<file path="src/rtl/core/ppmfd_pkg.sv">
// Package for the PPM frame decoder: channel count, pulse limits, register map
// and stream field widths. No dependencies; imported by the decoder top level.
package ppmfd_pkg;

	localparam int CHANNELS = 8;

	// Width of a store address, and of the capture counter that must hold CHANNELS itself.
	localparam int IDX_W = (CHANNELS > 1) ? $clog2(CHANNELS) : 1;
	localparam int CNT_W = $clog2(CHANNELS + 1);

	localparam int PULSE_W = 12;
	localparam int CHAN_W  = 4;
	localparam int TIME_W  = 32;
	localparam int GAP_W   = 16;
	localparam int TMO_W   = 24;

	localparam logic [PULSE_W-1:0] PULSE_MIN = PULSE_W'(800);
	localparam logic [PULSE_W-1:0] PULSE_MAX = PULSE_W'(2500);

	localparam logic [GAP_W-1:0] SYNC_GAP_RESET = GAP_W'(3000);
	localparam logic [TMO_W-1:0] TIMEOUT_RESET  = TMO_W'(100000);

	// Register map: index is paddr[2], one 32-bit word per register.
	localparam int PADDR_W = 3;
	localparam int PDATA_W = 32;
	typedef enum logic {
		REG_SYNC_GAP = 1'b0,
		REG_TIMEOUT  = 1'b1
	} reg_idx_t;

	// Stream payload widths.
	localparam int S_TDATA_W = 32;
	localparam int M_FIELD_W = CHAN_W + PULSE_W + TIME_W + 1;
	localparam int M_TDATA_W = ((M_FIELD_W + 7) / 8) * 8;

	localparam logic KIND_CHANNEL = 1'b0;
	localparam logic KIND_STATUS  = 1'b1;
	localparam logic MODE_EDGE    = 1'b0;
	localparam logic MODE_CHECK   = 1'b1;

endpackage

</file>
<file path="src/rtl/core/ppmfd_ram.sv">
// Generic single-port-write, single-port-read RAM with a registered read.
// No dependencies; used by the PPM frame decoder for its channel store.
module ppmfd_ram #(
	parameter int WIDTH = 12,
	parameter int DEPTH = 8
) (
	input  logic                                         clk,
	input  logic                                         we,
	input  logic [((DEPTH > 1) ? $clog2(DEPTH) : 1)-1:0] waddr,
	input  logic [WIDTH-1:0]                             wdata,
	input  logic [((DEPTH > 1) ? $clog2(DEPTH) : 1)-1:0] raddr,
	output logic [WIDTH-1:0]                             rdata
);

	logic [WIDTH-1:0] mem_q [DEPTH];
	logic [WIDTH-1:0] rdata_q;

	always_ff @(posedge clk) begin
		if (we) begin
			mem_q[waddr] <= wdata;
		end
		rdata_q <= mem_q[raddr];
	end

	assign rdata = rdata_q;

endmodule

</file>
<file path="src/rtl/core/ppm_frame_decoder_top.sv">
// Top level of the PPM frame decoder: stream in/out, APB register port and FSM.
// Depends on ppmfd_pkg and the generic RAM ppmfd_ram holding the channel store.
//
//  Channel   Direction  Signals                        Transaction carries
//  s_*       in         s_tvalid/s_tready/s_tdata/user  one event: edge or link check
//  m_*       out        m_tvalid/m_tready/m_tdata/user  one channel value or a status
//  APB       in/out     psel/penable/pwrite/paddr/...   register writes and reads
//
// An input transaction is taken in one cycle and evaluated in the next, in ST_EVAL.
// A committing sync edge then streams CHANNELS results at one per cycle while the
// output register is free, from the channel store RAM with its single read port;
// a link check waits in ST_EVAL while the output register is stalled.
// Reset is asynchronous and active low and clears all control state; the store needs
// no clearing because a frame is only committed once every slot has been written.
// The output register lets the block take the next input while a result waits.
module ppm_frame_decoder_top (
	input  logic                            clk,
	input  logic                            arst_n,
	// Input stream
	input  logic                            s_tvalid,
	output logic                            s_tready,
	input  logic [ppmfd_pkg::S_TDATA_W-1:0] s_tdata,  // [31:0] time_us
	input  logic [0:0]                      s_tuser,  // [0] mode
	// Output stream
	output logic                            m_tvalid,
	input  logic                            m_tready,
	output logic [ppmfd_pkg::M_TDATA_W-1:0] m_tdata,  // [3:0] channel, [15:4] pulse_us,
	                                                  // [47:16] frame_time_us,
	                                                  // [48] connected, [55:49] zero
	output logic [0:0]                      m_tuser,  // [0] kind
	output logic                            m_tlast,
	// Configuration port
	input  logic                            psel,
	input  logic                            penable,
	input  logic                            pwrite,
	input  logic [ppmfd_pkg::PADDR_W-1:0]   paddr,
	input  logic [ppmfd_pkg::PDATA_W-1:0]   pwdata,
	output logic [ppmfd_pkg::PDATA_W-1:0]   prdata,
	output logic                            pready
);
	import ppmfd_pkg::*;

	typedef enum logic [2:0] {
		ST_IDLE   = 3'b001,
		ST_EVAL   = 3'b010,
		ST_STREAM = 3'b100
	} state_t;

	state_t state_q;

	// Configuration registers
	logic [GAP_W-1:0] sync_gap_q;
	logic [TMO_W-1:0] timeout_q;
	reg_idx_t         reg_idx;

	// Decoder state kept in flip-flops
	logic [TIME_W-1:0] last_edge_q;
	logic [TIME_W-1:0] last_frame_q;
	logic [CNT_W-1:0]  index_q;
	logic [IDX_W-1:0]  ch_q;

	// The accepted input transaction
	logic              mode_q;
	logic [TIME_W-1:0] now_q;

	// Output register
	logic               m_valid_q;
	logic               kind_q;
	logic [CHAN_W-1:0]  channel_q;
	logic [PULSE_W-1:0] pulse_q;
	logic [TIME_W-1:0]  frame_time_q;
	logic               connected_q;
	logic               last_q;

	// Datapath
	logic [TIME_W-1:0]  interval;
	logic [TIME_W-1:0]  age;
	logic               is_sync;
	logic               frame_full;
	logic               conn;
	logic [PULSE_W-1:0] clamped;
	logic               out_free;
	logic               out_load;
	logic               ch_last;

	// Channel store
	logic               ram_we;
	logic [IDX_W-1:0]   ram_waddr;
	logic [IDX_W-1:0]   ram_raddr;
	logic [PULSE_W-1:0] ram_rdata;

	assign pready  = 1'b1;
	assign reg_idx = reg_idx_t'(paddr[2]);

	always_comb begin
		unique case (reg_idx)
			REG_SYNC_GAP: prdata = PDATA_W'(sync_gap_q);
			REG_TIMEOUT:  prdata = PDATA_W'(timeout_q);
			default:      prdata = '0;
		endcase
	end

	always_ff @(posedge clk or negedge arst_n) begin
		if (!arst_n) begin
			sync_gap_q <= SYNC_GAP_RESET;
			timeout_q  <= TIMEOUT_RESET;
		end else if (psel && penable && pwrite && pready) begin
			unique case (reg_idx)
				REG_SYNC_GAP: sync_gap_q <= pwdata[GAP_W-1:0];
				REG_TIMEOUT:  timeout_q  <= pwdata[TMO_W-1:0];
				default:      ;
			endcase
		end
	end

	// Both intervals are taken modulo 2^32, which plain unsigned subtraction gives.
	assign interval   = now_q - last_edge_q;
	assign age        = now_q - last_frame_q;
	assign is_sync    = interval > TIME_W'(sync_gap_q);
	assign frame_full = index_q >= CNT_W'(CHANNELS);
	assign conn       = age < TIME_W'(timeout_q);
	assign out_free   = !m_valid_q || m_tready;
	assign ch_last    = ch_q == IDX_W'(CHANNELS - 1);

	// A new result enters the output register on a link check or while streaming.
	assign out_load = out_free && (((state_q == ST_EVAL) && (mode_q == MODE_CHECK))
	                  || (state_q == ST_STREAM));

	always_comb begin
		if (interval < TIME_W'(PULSE_MIN)) begin
			clamped = PULSE_MIN;
		end else if (interval > TIME_W'(PULSE_MAX)) begin
			clamped = PULSE_MAX;
		end else begin
			clamped = interval[PULSE_W-1:0];
		end
	end

	assign s_tready = (state_q == ST_IDLE);

	// A pulse is written only while slots remain, so the counter fits the address.
	assign ram_we    = (state_q == ST_EVAL) && (mode_q == MODE_EDGE) && !is_sync
	                   && !frame_full;
	assign ram_waddr = index_q[IDX_W-1:0];

	// The read address runs one ahead of the channel being handed out, so the
	// registered read data always belongs to ch_q while streaming.
	always_comb begin
		if (state_q == ST_STREAM) begin
			ram_raddr = out_free ? IDX_W'(ch_q + 1'b1) : ch_q;
		end else begin
			ram_raddr = '0;
		end
	end

	ppmfd_ram #(
		.WIDTH(PULSE_W),
		.DEPTH(CHANNELS)
	) u_store (
		.clk  (clk),
		.we   (ram_we),
		.waddr(ram_waddr),
		.wdata(clamped),
		.raddr(ram_raddr),
		.rdata(ram_rdata)
	);

	always_ff @(posedge clk or negedge arst_n) begin
		if (!arst_n) begin
			state_q      <= ST_IDLE;
			last_edge_q  <= '0;
			last_frame_q <= '0;
			index_q      <= '0;
			ch_q         <= '0;
			m_valid_q    <= 1'b0;
		end else begin
			if (out_load) begin
				m_valid_q <= 1'b1;
			end else if (m_tready) begin
				m_valid_q <= 1'b0;
			end
			unique case (state_q)
				ST_IDLE: begin
					if (s_tvalid) begin
						state_q <= ST_EVAL;
					end
				end
				ST_EVAL: begin
					if (mode_q == MODE_CHECK) begin
						// The status result waits here until the output register frees.
						if (out_free) begin
							state_q <= ST_IDLE;
						end
					end else begin
						last_edge_q <= now_q;
						if (is_sync) begin
							index_q <= '0;
							if (frame_full) begin
								last_frame_q <= now_q;
								ch_q         <= '0;
								state_q      <= ST_STREAM;
							end else begin
								state_q <= ST_IDLE;
							end
						end else begin
							if (!frame_full) begin
								index_q <= index_q + 1'b1;
							end
							state_q <= ST_IDLE;
						end
					end
				end
				ST_STREAM: begin
					if (out_free) begin
						ch_q <= IDX_W'(ch_q + 1'b1);
						if (ch_last) begin
							state_q <= ST_IDLE;
						end
					end
				end
				default: state_q <= ST_IDLE;
			endcase
		end
	end

	// Payload registers carry no reset.
	always_ff @(posedge clk) begin
		if (s_tvalid && s_tready) begin
			mode_q <= s_tuser[0];
			now_q  <= s_tdata[TIME_W-1:0];
		end
		if ((state_q == ST_EVAL) && (mode_q == MODE_CHECK) && out_free) begin
			kind_q       <= KIND_STATUS;
			channel_q    <= '0;
			pulse_q      <= '0;
			frame_time_q <= last_frame_q;
			connected_q  <= conn;
			last_q       <= 1'b1;
		end else if ((state_q == ST_STREAM) && out_free) begin
			kind_q       <= KIND_CHANNEL;
			channel_q    <= CHAN_W'(ch_q);
			pulse_q      <= ram_rdata;
			frame_time_q <= last_frame_q;
			connected_q  <= 1'b0;
			last_q       <= ch_last;
		end
	end

	assign m_tvalid = m_valid_q;
	assign m_tuser  = kind_q;
	assign m_tlast  = last_q;
	assign m_tdata  = M_TDATA_W'({connected_q, frame_time_q, pulse_q, channel_q});

endmodule
</file>
<file path="config.mk">
export PLATFORM = sky130hd
export DESIGN_NAME = ppm_frame_decoder_top
export DESIGN_NICKNAME = d
export VERILOG_FILES = /design/src/rtl/core/ppmfd_pkg.sv /design/src/rtl/core/ppmfd_ram.sv /design/src/rtl/core/ppm_frame_decoder_top.sv
export SDC_FILE = /design/constraint.sdc
export NUM_CORES = 1
export LEC_CHECK = 0
export BUFFER_PORTS_ARGS = -buffer_cell sky130_fd_sc_hd__buf_4
export CAP_MARGIN = 20
export CORE_ASPECT_RATIO = 2
export CORE_MARGIN = 5
export CORE_UTILIZATION = 54
export DETAILED_ROUTE_END_ITERATION = 10
export PLACE_DENSITY = 0.77
export SLEW_MARGIN = 15
export SYNTH_ARGS = -nofsm -noshare
export SYNTH_HDL_FRONTEND = slang
export SYNTH_SLANG_ARGS = --single-unit
</file>
<file path="constraint.sdc">
create_clock -name clk -period 5.2 [get_ports clk]
set_input_delay 0.78 -clock clk [delete_from_list [all_inputs] [get_ports clk]]
set_output_delay 0.78 -clock clk [all_outputs]
set_load 0.05 [all_outputs]
</file>
; After elaboration in Yosys (flattened, before gate mapping)
; Memories as Yosys holds them, arrays and structs flattened. A register that Yosys moved wholly into a read port is not among the register bits.
; Cells that the tools add are included.
[totals]
latchBits = 0
mem_bits_rw = 96
wordCells = 92
memories = 1
reg_bits = 198
in_bits = 75
romBits = 0
output_inout_bits = 93
[op_classes]
n_eq_ne = 12
n_mux = 27
addsub = 4
n_lt_le_gt_ge = 5
shift = 0
div = 0
mul = 0
bitwise_logic = 2
n_reduce_logical = 25
[memory_table]
columns = memory, depth, width, rd, rd_clocked_by_memory_dff, wr, line_no
row1 = u_store.mem_q, 8, 12, 1, 1, 1, ppmfd_ram.sv:15  ; logic [WIDTH-1:0] mem_q [DEPTH];
[ops]
columns = op, n
row1 = $mux W32, 2
row2 = $pmux W32 S2, 1
row3 = $sub A32 B32 Y32, 2
row4 = $mux W3, 12
row5 = $gt A32 B12 Y1 const B, 1
row6 = $gt A32 B16 Y1, 1
row7 = $lt A32 B10 Y1 const B, 1
row8 = $lt A32 B24 Y1, 1
row9 = $mux W12, 2
row10 = $ne A2 B2 Y1 const B, 7
row11 = $reduce_and A4 Y1, 3
row12 = $logic_and A1 B1 Y1, 10
row13 = $pmux W3 S3, 1
row14 = $mux W4, 2
row15 = $eq A3 B3 Y1 const B, 2
row16 = $mux W1, 6
row17 = $pmux W3 S2, 1
row18 = $reduce_and A2 Y1, 3
row19 = $reduce_bool A2 Y1, 3
row20 = $add A4 B1 Y4 const B, 1
row21 = $ge A4 B4 Y1 const B, 1
row22 = $add A3 B1 Y3 const B, 1
row23 = $eq A3 B1 Y1 const B, 1
row24 = $eq A3 B2 Y1 const B, 1
row25 = 5 further kinds, 9

; Depth between registers and ports, before layout
; Gate-level depths: netlist (run 1).
[logic_depth]
depth_word = 7
depth_mapped = 21
depth_no_buf = 21

; Cells and area by module
; A second synthesis (run 1) with hierarchy kept.
[hier_totals]
cells_unflattened = 1417
area_unflattened_um2 = 16178.0
[by_module_without_submodules]
columns = module, instances, area_each_um2, seq_area_each_um2, cells_per_inst
row1 = ppm_frame_decoder_top, 1, 12190.4, 5217.5, 1253
row2 = ppmfd_ram, 1, 3987.6, 3123.0, 164

; Least setup slack after synthesis (run 1)
; OpenSTA, ideal clock, no wires.
[synth_path]
path_kind = reg2reg
from = register now_q[0]
to = memory u_store.mem_q[5][0], enable pin
slack_ps = 251
path_buffers = 1
arrival_ps = 4536
t_required_ps = 4788
period_less_slack_ps = 4949
stages_incl_launch_ff = 19
setup_time_ps = 412
cell_sequence = edfxtp_1 > inv_1 > ha_1 > inv_1 > fa_1 > a211oi_1 > o211ai_1 > a31oi_1 > xnor2_1 > ha_1 > a21o_1 > a21oi_1 > o21ai_0 > nand2b_1 > o211ai_1 > o211a_1 > buf_2 > nand2_4 > nor4_1
[synth_via]
elab_chain_cells = 7
[synth_rtl]
columns = item, line_no
row1 = "start, declared", ppm_frame_decoder_top.sv:64  ; logic [TIME_W-1:0] now_q;
row2 = "start signal, assigned", ppm_frame_decoder_top.sv:230  ; now_q <= s_tdata[TIME_W-1:0];
row3 = $sub A32 B32 Y32, ppm_frame_decoder_top.sv:117  ; assign interval = now_q - last_edge_q;
row4 = $gt A32 B16 Y1, ppm_frame_decoder_top.sv:119  ; assign is_sync = interval > TIME_W'(sync_gap_q);
row5 = $logic_not A1 Y1, ppm_frame_decoder_top.sv:142  ; assign ram_we = (state_q == ST_EVAL) && (mode_q == MODE_EDGE) && !is_sync
row6 = $logic_and A1 B1 Y1, ppm_frame_decoder_top.sv:142
row7 = $logic_and A1 B1 Y1, ppm_frame_decoder_top.sv:143  ; && !frame_full;
row8 = $mux W1, ppmfd_ram.sv:19  ; if (we) begin
row9 = $mux W1 (not written as such), ppmfd_ram.sv:20  ; mem_q[waddr] <= wdata;
row10 = "end, declared", ppmfd_ram.sv:15
; Every way passes these cells.

; Final worst setup path (run 1)
[layout_path]
from = register now_q[1]
to = register connected_q (data pin)
[layout_via]
elab_chain_cells = 3
[layout_rtl]
columns = item, line_no
row1 = $sub A32 B32 Y32, ppm_frame_decoder_top.sv:118  ; assign age = now_q - last_frame_q;
row2 = $lt A32 B24 Y1, ppm_frame_decoder_top.sv:121  ; assign conn = age < TIME_W'(timeout_q);
row3 = $mux W1, ppm_frame_decoder_top.sv:232  ; if ((state_q == ST_EVAL) && (mode_q == MODE_CHECK) && out_free) begin
row4 = "end signal, assigned", ppm_frame_decoder_top.sv:237  ; connected_q <= conn;
row5 = "end, declared", ppm_frame_decoder_top.sv:72  ; logic connected_q;
; Every way passes these cells.
; A chain may end at the register's enable or synchronous reset.

==> results of run 1 <==
## worst max-delay path by stage
stage,from,endpoint,slack [ns],cells past startpoint
2_1_floorplan,now_q[0],u_store.mem_q[5][0],0.25,18
3_3_place_gp,now_q[0],connected_q,0.07,19
3_5_place_dp,now_q[0],connected_q,0.05,19
4_1_cts,now_q[0],connected_q,0.02,19
5_1_grt,now_q[0],u_store.mem_q[1][5],0.03,19
6_report,now_q[1],connected_q,0.22,21
## layout make-up
class	count	area (um2)	share of cell area (%)
clock inverters	19	225	1.19
clock buffers	33	741	3.93
flip-flops and latches	306	8340	44.2
inverters	119	447	2.37
multi-input cells	1112	7400	39.3
repair buffers	165	1240	6.59
well taps	368	460	2.44
## cells in the final DEF, fill, tap and decap left out, types with 31 or more instances in the layout
| master | netlist | routed |
|---|---|---|
| a21oi_1 | 95 | 94 |
| buf_4 | 18 | 164 |
| dfrtp_1 | 101 | 101 |
| edfxtp_1 | 162 | 162 |
| ha_1 | 104 | 104 |
| inv_1 | 119 | 119 |
| mux2_2 | 48 | 48 |
| nand2_1 | 267 | 266 |
| nand3_1 | 91 | 91 |
| nor2_1 | 55 | 53 |
| o21ai_0 | 95 | 95 |
| xnor2_1 | 31 | 31 |
## power by group
group	internal, W	switching, W
Clock	0.00123	0.000951
Combinational	0.00147	0.00252
Sequential	0.00286	0.000187
## worst max-delay path, stage by stage (launching register included)
cell and delay [ns]:
edfxtp_1 0.51, ha_1 0.31, nor2b_1 0.14, o31a_1 0.29, o22a_1 0.26, and2_1 0.19
o21ai_0 0.14, nor2b_1 0.24, nor2_1 0.06, o21a_1 0.16, nor2_1 0.11, xnor2_1 0.13
ha_1 0.26, nand2_1 0.11, nor2_1 0.06, a211oi_1 0.58, o211ai_1 0.14, o21ai_0 0.41
buf_4 0.19, o311ai_0 0.12, nor4_1 0.21, o2111a_1 0.22
## Yosys cell counts (5+ instances only)
cell type,number
a21o_1,28
nand3_1,91
inv_1,119
clkbuf_1,46
dfxtp_1,29
and2_1,14
xor2_1,11
buf_6,5
and3_1,9
nand2b_1,15
dfrtp_1,101
o21a_1,9
mux2_4,27
buf_4,18
nor4_1,13
xnor2_1,31
a211oi_1,14
a31oi_1,12
nor2_1,55
or3_1,6
nand2_1,267
mux2_2,48
dfstp_2,14
o2111ai_1,6
o21bai_1,10
o21ai_0,95
ha_1,104
nor2b_1,13
nand4_1,19
a21oi_1,95
o211ai_1,15
edfxtp_1,162
nor3_1,9
## layer usage
layer,vias up,share of wire (%),GRT usage (%)
met5,-,0,0
met1,6007,35,24.7
met3,127,3.9,2.18
met2,395,56,46.5
met4,0,5.2,12.2
li1,5932,-,-
## cells by family (layout without fill, tap and decap cells)
group	after synthesis	count (layout)	synth area share (%)
compound gates	335	335	12.8
xor+xnor	42	42	2.24
fa+ha+maj	106	106	8.16
buf+inv	194	336	5.08
flops	306	306	50.7
mux	79	79	6.00
other cells	2	17	0.0457
simple gates	533	533	14.9
## stage by stage
step	cell area, um2	cells	hold WS (ns)
final	18900	2122	0.141
after global routing	18900	2122	0.159
after global placement	17900	2069	0.420
after CTS	18800	2121	0.135
after detailed placement	17900	2069	0.428
after floorplan	16500	1612	0.417
## registers in the layout, indices dropped and copies added, names as in the netlist, 3 cells and up
name           flops
timeout_q         24
pulse_q           12
last_frame_q      32
last_edge_q       32
state_q            3
now_q             32
ch_q               3
frame_time_q      32
u_store.rdata     12
index_q            4
channel_q          3
sync_gap_q        16
u_store.mem_q     96
## what timing repair did
item                                   CTS  global route
setup endpoints to repair                0            25
endpoints found under the hold margin    0             0
resized for setup                        0             3
==> results.ini, run 1 <==
[clock_network]
cts_tree = built
numCtsBuffers = 28
insertion_delay_ns = 0.57
cts_max_path_buffers = 3
ctsHoldBuffers = 0
h-tree-depth = 1
clk_pin_slew_worst_paths_ns = 0.07
postCtsSetupBuffers = 0
cts_root_buf = clkbuf_16
clock-sinks = 306

[setup_path]
endpoint_kind = flip-flop
critical_path_class = flip-flop to flip-flop
r2r_end = connected_q
worst-path-max-fanout = 6
start_kind = flip-flop
cp_data_arrival_time_ns = 5.42
reg2reg_from = now_q[1]
reg2reg_slack_ns = 0.22
cp.required_ns = 5.64
rr_worst_depth = 21

[yosys]
yosysUniqueCellTypes = 79
synth_top_area_share_pct = 29.6
synth_seq_cells = 306
seq_area_frac_synth_pct = 50.7
synth_area_leader_cell = edfxtp_1
syn_area_um2 = 16400
synth_area_per_cell_um2 = 10.3
synth_warnings = 0
synth-main-ff-cell = edfxtp_1
postSynthCellCount = 1597
synthTopCellsByArea = edfxtp_1, dfrtp_1, ha_1
synth_edf_count = 162
async_reset_ff_share_pct = 37.6

[layout]
nets = 1913
areaGrowthSynthToFinish_pct = 14.7
finish.utilization_pct = 62.5
num-fill-cells = 2470
n_antenna_cell = 0
drive_gt1_share_pct = 18.8

[die]
ioPinCount = 168
start_util_pct = 54.5
die-width_um = 133
core.rowCount = 90
die_h_um = 257
coreArea_um2 = 30200
dieArea_um2 = 34300

[pwr]
ir_drop_v = 0.000317
power_density_nw_per_um2 = 489
p_leak_nw = 7.99
power.total_w = 0.00922

[detailed_routing]
drtAntennaViolNets = 0
via_count = 12500
drc = 0
wirelength_mm = 41.3
firstDrtPassIters = 5
drtIter0Drc = 848
avgViaCountPerCell = 5.87
wl_per_cell_um = 19.5

[placed_design]
gp_congestion = 0.908
dp.final_hpwl_mm = 30.6
port_buffers = 140
pre_cts_ws_ns = 0.0460

[timing]
setup-tns-final_ns = 0
slew_headroom_pct = 29.7
fin_crit_sh_pct = 95.7
hold_violations = 0
worstMarginPinSlew_ns = 1.05
rsz0062_at_grt = no
fmax_ghz = 0.201
slew_violations = 0
worst_clock_skew_ns = 0.0139
min_period_ns = 4.98
timing.final.ws_setup_ns = 0.224
setup_viol = 0

[hold_path]
hp-class = primary input to async pin

[status]
status = finished clean

[grt]
grt_max_degree = 66
grt_pass1_vias = 12500
antenna_found_initial = 0
overflow = 0
grt_pass1_wl_mm = 65.1
track_usage_pct = 23.8

[run]
drv_cap = 0

Note: power is estimated with default switching activity, not from simulation.
==> run 2: changes to the inputs <==
--- a/config.mk
+++ b/config.mk
@@ -5,13 +5,13 @@
 export SDC_FILE = /design/constraint.sdc
 export NUM_CORES = 1
 export LEC_CHECK = 0
-export BUFFER_PORTS_ARGS = -buffer_cell sky130_fd_sc_hd__buf_4
 export CAP_MARGIN = 20
 export CORE_ASPECT_RATIO = 2
 export CORE_MARGIN = 5
-export CORE_UTILIZATION = 54
+export CORE_UTILIZATION = 57
 export DETAILED_ROUTE_END_ITERATION = 10
-export PLACE_DENSITY = 0.77
+export DONT_BUFFER_PORTS = 1
+export PLACE_DENSITY = 0.75
 export SLEW_MARGIN = 15
 export SYNTH_ARGS = -nofsm -noshare
 export SYNTH_HDL_FRONTEND = slang
==> run 2 against run 1 <==
Effect of this change: sequential power up 4%; critical endpoint is now u_store.mem_q[5][10]; largest cell class unchanged; worst hold slack worse by 0.089 ns; via count down 4.3%; clock-buffer cell count unchanged.
==> results.ini, run 2 (same netlist as run 1, synthesis figures left out) <==
[timing]
slew_violations = 0  ; unchanged
hold_ws_ns = 0.0524  ; -0.0889 ns
rsz0062_at_grt = no
setup-tns-final_ns = 0  ; unchanged
hold_violations = 0  ; unchanged
min_period_ns = 4.99  ; +0.0183 ns
fmax_ghz = 0.200  ; -0.37%
fin_crit_sh_pct = 96.0  ; +0.35 points
slew_headroom_pct = 26.6  ; -3.2 points
setup_viol = 0  ; unchanged
worstMarginPinSlew_ns = 1.10  ; +0.0489 ns
worst_clock_skew_ns = 0.0111  ; -0.00272 ns

[die]
die_h_um = 250  ; -2.6%
dieArea_um2 = 32600  ; -5.0%
ioPinCount = 168  ; unchanged
die-width_um = 130  ; -2.5%
coreArea_um2 = 28600  ; -5.1%
start_util_pct = 57.4  ; +3.0 points
core.rowCount = 88  ; -2.2%

[clock_network]
clock-sinks = 306  ; unchanged
clk_pin_slew_worst_paths_ns = 0.08  ; about the same
insertion_delay_ns = 0.56  ; about the same
numCtsBuffers = 27  ; -3.6%
cts_max_path_buffers = 3  ; unchanged
cts_root_buf = clkbuf_16
cts_tree = built
h-tree-depth = 1  ; unchanged

[setup_path]
r2r_end = u_store.mem_q[5][10]
critPathMaxStageDelay_ns = 0.47  ; -0.11 ns
endpoint_kind = flip-flop
worst-path-max-fanout = 12  ; +6
cp_slowest_cell = o211a_1
path_cells = inv_1, ha_1, inv_1, fa_1, a211oi_1, o211ai_1, nand2_1, o21ai_0, a21oi_1, xnor2_1, ha_1, nand2_1, o21ai_0, nand2b_1, o211ai_1, o211a_1, nand2_4, nor4_2, buf_4
rr_worst_depth = 19  ; -9.5%
reg2reg_slack_ns = 0.21  ; -0.02 ns
critical_path_class = flip-flop to flip-flop
reg2reg_from = now_q[0]
cp.required_ns = 5.45  ; -0.19 ns
start_kind = flip-flop
cp_data_arrival_time_ns = 5.25  ; -0.17 ns

[status]
status = finished clean

[pwr]
ir_drop_v = 0.000428  ; +35%
switching_power_w = 0.00360  ; -1.7%
power.total_w = 0.00894  ; -3.0%
p_int_w = 0.00534  ; -3.9%
power_density_nw_per_um2 = 503  ; +3.0%
p_leak_nw = 7.30  ; -8.6%
p_seq_share_pct = 35.6  ; +2.5 points
combinationalPowerShare_pct = 41.8  ; -1.5 points
clkPwrFrac_pct = 22.6  ; -1.1 points
switching_share_pct = 40.2  ; +0.53 points

[layout]
nets = 1772  ; -7.4%
largest_reg_flops = 96  ; unchanged
areaGrowthSynthToFinish_pct = 8.00
layout_commonest_cell = nand2_1
design_area_um2 = 17800  ; -5.8%
top_register = u_store.mem_q
drive_gt1_share_pct = 11.6  ; -7.2 points
layout_common_cells = nand2_1, edfxtp_1, inv_1

[placed_design]
dp.final_hpwl_mm = 27.6  ; -10%
port_buffers = 0  ; -100%
gp_congestion = 0.925  ; +1.9%
place_area_um2 = 16800  ; -5.9%

[detailed_routing]
drtAntennaViolNets = 0  ; unchanged
via_count = 11900  ; -4.3%
firstDrtPassIters = 5  ; unchanged
drc = 0  ; unchanged
drtIter0Drc = 788  ; -7.1%
avgViaCountPerCell = 6.04  ; +2.9%
wl_per_cell_um = 19.7  ; +1.0%
wirelength_mm = 38.8  ; -6.1%

[hold_path]
hp-class = primary input to async pin

[grt]
overflow = 0  ; unchanged
grt_pass1_wl_mm = 61.7  ; -5.3%
grt_pass1_vias = 12000  ; -3.8%
grt_max_degree = 102  ; +55%
track_usage_pct = 23.5  ; -0.35 points
antenna_found_initial = 0  ; unchanged

[run]
drv_cap = 0  ; unchanged

## run 2: power groups by stage
| stage | sequential [W] | clock [W] | combinational (W) |
|---|---|---|---|
| after floorplan | 0.00315 | 0 | 0.00280 |
| after global placement | 0.00322 | 0 | 0.00352 |
| after detailed placement | 0.00323 | 0 | 0.00365 |
| after CTS | 0.00318 | 0.00206 | 0.00370 |
| after global routing | 0.00322 | 0.00216 | 0.00412 |
| final | 0.00318 | 0.00202 | 0.00373 |
## run 2: repair_timing
action,4_1_cts,5_1_grt
buffers inserted,0,0
hold buffers,1,0
setup endpoints to repair,0,1
hold endpoints to repair,101,0
gates resized for setup,0,2
## run 2: cell type report
| type | count | area [um2] |
|---|---|---|
| clock buffer | 33 | 728 |
| antenna | 1 | 2.50 |
| tap | 360 | 450 |
| clock inverter | 17 | 166 |
| inverter | 119 | 447 |
| sequential | 306 | 8340 |
| timing repair buffer | 25 | 224 |
| fill | 2313 | 10900 |
| multi-input combinational | 1112 | 7400 |
## run 2: metal layers
metal  share of wire, %  GRT usage, %
met1                 40          28.8
met2                 50          40.8
met3                6.0          3.95
met4                3.8          8.95
met5                  0             0
## run 2: through the flow
stage / instances / setup slack (ns) / utilization [%]
floorplan: 1612 / 0.251 / -
global placement: 1920 / 0.338 / 58.7
detailed placement: 1920 / 0.217 / 58.7
CTS: 1971 / 0.192 / 62.0
global route: 1972 / 0.00691 / 62.0
finish: 1973 / 0.205 / 62.0
## run 2: critical path, delay by kind of cell (launching register included)
| kind | cells | cell delay (ns) |
|---|---|---|
| XOR/XNOR | 1 | 0.19 |
| adder cells (fa/ha/maj) | 3 | 0.91 |
| AND/OR/NAND/NOR | 5 | 0.98 |
| buffers and inverters | 3 | 0.47 |
| flip-flops | 1 | 0.39 |
| AO/OA/AOI/OAI | 7 | 1.73 |
## run 2: worst max path at each step
stage | from | endpoint | depth (start not counted)
2_1_floorplan | now_q[0] | u_store.mem_q[5][0] | 18
3_3_place_gp | now_q[0] | connected_q | 20
3_5_place_dp | now_q[0] | connected_q | 20
4_1_cts | now_q[0] | connected_q | 20
5_1_grt | now_q[0] | u_store.mem_q[5][1] | 20
6_report | now_q[0] | u_store.mem_q[5][10] | 19
==> run 3: changes to the inputs <==
--- a/config.mk
+++ b/config.mk
@@ -8,10 +8,10 @@
 export CAP_MARGIN = 20
 export CORE_ASPECT_RATIO = 2
 export CORE_MARGIN = 5
-export CORE_UTILIZATION = 57
+export CORE_UTILIZATION = 40
+export CTS_CLUSTER_DIAMETER = 100
 export DETAILED_ROUTE_END_ITERATION = 10
 export DONT_BUFFER_PORTS = 1
-export PLACE_DENSITY = 0.75
 export SLEW_MARGIN = 15
 export SYNTH_ARGS = -nofsm -noshare
 export SYNTH_HDL_FRONTEND = slang
==> run 3 against run 2 <==
Effect of this change: non-clock buffer count increased by 10; flip-flop and latch count stayed put; global-route usage decreased by 4.5 points; utilization fell by 18 points; combinational power about the same; clock power rose by 10%; sequential power hardly changed; register-to-register slack better by 0.098 ns; via count decreased by 2.2%; clock skew rose by 0.0067 ns; design area is 2.3% higher; critical endpoint is now connected_q.
==> results.ini, run 3 (same netlist as run 1, synthesis figures left out) <==
[detailed_routing]
wl_per_cell_um = 20.4  ; +4.0%
drtIter0Drc = 514  ; -35%
avgViaCountPerCell = 5.39  ; -11%
drc = 0  ; unchanged
via_count = 11700  ; -2.2%
firstDrtPassIters = 5  ; unchanged
wirelength_mm = 44.2  ; +14%
drtAntennaViolNets = 0  ; unchanged

[clock_network]
clk_pin_slew_worst_paths_ns = 0.07  ; about the same
insertion_delay_ns = 0.57  ; about the same
numCtsBuffers = 29  ; +7.4%
cts_max_path_buffers = 3  ; unchanged
postCtsSetupBuffers = 0  ; unchanged
cts_tree = built
h-tree-depth = 1  ; unchanged
cts_root_buf = clkbuf_16
clock-sinks = 306  ; unchanged

[die]
core.rowCount = 105  ; +19%
die_h_um = 297  ; +19%
ioPinCount = 168  ; unchanged
coreArea_um2 = 40900  ; +43%
die-width_um = 153  ; +18%
dieArea_um2 = 45500  ; +40%
start_util_pct = 40.2  ; -17 points

[pwr]
p_int_w = 0.00553  ; +3.4%
p_leak_nw = 7.41  ; +1.4%
clkPwrFrac_pct = 24.3  ; +1.7 points
ir_drop_v = 0.000284  ; -34%
switching_share_pct = 39.8  ; -0.42 points
switching_power_w = 0.00365  ; +1.6%
power_density_nw_per_um2 = 505  ; +0.42%
p_seq_share_pct = 34.7  ; -0.9 points
power.total_w = 0.00918  ; +2.7%
combinationalPowerShare_pct = 41.0  ; -0.8 points

[grt]
antenna_found_initial = 2  ; +2
overflow = 0  ; unchanged
grt_pass1_wl_mm = 68.6  ; +11%
grt_max_degree = 102  ; unchanged
track_usage_pct = 19.0  ; -4.5 points
grt_pass1_vias = 11800  ; -1.7%

[layout]
layout_commonest_cell = nand2_1
nets = 1784  ; +0.68%
areaGrowthSynthToFinish_pct = 10.4
finish.utilization_pct = 44.5  ; -18 points
largest_reg_flops = 96  ; unchanged
drive_gt1_share_pct = 12.1  ; +0.52 points
stdcell_count = 2162  ; +9.6%
top_register = u_store.mem_q
layout_common_cells = nand2_1, edfxtp_1, inv_1
num-fill-cells = 3863  ; +67%

[timing]
hold_violations = 0  ; unchanged
fin_crit_sh_pct = 94.2  ; -1.9 points
slew_violations = 0  ; unchanged
worst_clock_skew_ns = 0.0179  ; +0.00672 ns
setup_viol = 0  ; unchanged
min_period_ns = 4.90  ; -0.0982 ns
rsz0062_at_grt = yes
worstMarginPinSlew_ns = 1.10  ; +0.00457 ns
fmax_ghz = 0.204  ; +2.0%
slew_headroom_pct = 25.9  ; -0.65 points

[setup_path]
cp_data_arrival_time_ns = 5.33  ; +0.08 ns
endpoint_kind = flip-flop
cp.required_ns = 5.63  ; +0.18 ns
start_kind = flip-flop
critical_path_class = flip-flop to flip-flop
worst-path-max-fanout = 5  ; -7

[run]
drv_cap = 0  ; unchanged

[status]
status = finished clean

[placed_design]
dp.cells = 2105  ; +9.6%
dp.final_hpwl_mm = 32.6  ; +18%
gp_congestion = 0.888  ; -4.1%
port_buffers = 0  ; unchanged

[hold_path]
hp-class = primary input to async pin

-- run 3: path summary, 6_finish.rpt --
check	from	end	slack (ns)	depth (start not counted)
max in group asynchronous	arst_n	last_frame_q[28]	4.56	1
setup reg to reg	now_q[2]	connected_q	0.30	20
hold reg to reg	u_store.rdata[4]	pulse_q[4]	0.44	2
setup / recovery	now_q[2]	connected_q	0.30	20
hold / removal	arst_n	sync_gap_q[8]	0.05	0
min in group clk	s_tvalid	state_q[0]	0.29	1
-- run 3: per-stage QoR --
stage	instance area, um2	TNS, ns	worst slack, ns	hold WS [ns]
floorplan	16500	0	0.251	0.417
global placement	17100	0	0.0642	0.427
detailed placement	17100	0	0.0267	0.430
CTS	18100	0	0.124	0.0209
global route	18200	-0.0147	-0.0147	0.0246
finish	18200	0	0.304	0.0502
-- run 3: what timing repair did --
item	in CTS	in global routing
pin swaps	0	0
endpoints found under the hold margin	101	0
hold buffers	1	0
gates resized for setup	1	3
setup endpoints to repair	1	77
-- run 3: layout make-up --
cell class	instances	area (um2)	share of cell area [%]
Inverter	119	447	2.46
Multi-Input combinational cell	1112	7410	40.8
Timing Repair Buffer	35	308	1.69
Antenna cell	1	2.50	0.0138
Sequential cell	306	8340	45.9
Clock buffer	38	791	4.35
Clock inverter	16	199	1.10
Tap cell	535	669	3.69
-- run 3: per-layer routing --
layer	global-route usage (%)	share of wire, %	wire length, um	vias to the layer above
li1	-	-	-	5683
met1	20.2	36	15700	5633
met2	37.8	57	25400	266
met3	2.05	3.3	1440	77
met4	6.92	3.7	1650	2
met5	0	0.027	12	-
-- run 3: power by group through the flow --
| stage | sequential (W) | combinational, W | clock (W) |
|---|---|---|---|
| final | 0.00319 | 0.00376 | 0.00223 |
| after floorplan | 0.00315 | 0.00280 | 0 |
| after CTS | 0.00320 | 0.00374 | 0.00230 |
| after global routing | 0.00323 | 0.00418 | 0.00238 |
| after global placement | 0.00324 | 0.00363 | 0 |
| after detailed placement | 0.00325 | 0.00370 | 0 |
-- run 3: worst max-delay path, stage by stage (launching register included) --
cell       delay (ns)
edfxtp_1         0.51
ha_1             0.42
o21a_1           0.20
o31a_1           0.13
o22a_1           0.25
a2111oi_1        0.38
buf_4            0.21
o21bai_1         0.08
a21oi_1          0.18
xnor2_1          0.14
ha_1             0.26
a21o_1           0.18
a21o_1           0.17
a21oi_1          0.19
buf_4            0.16
o211ai_1         0.16
o21ai_1          0.31
buf_4            0.17
o311ai_0         0.11
nor4_1           0.29
o2111a_1         0.24
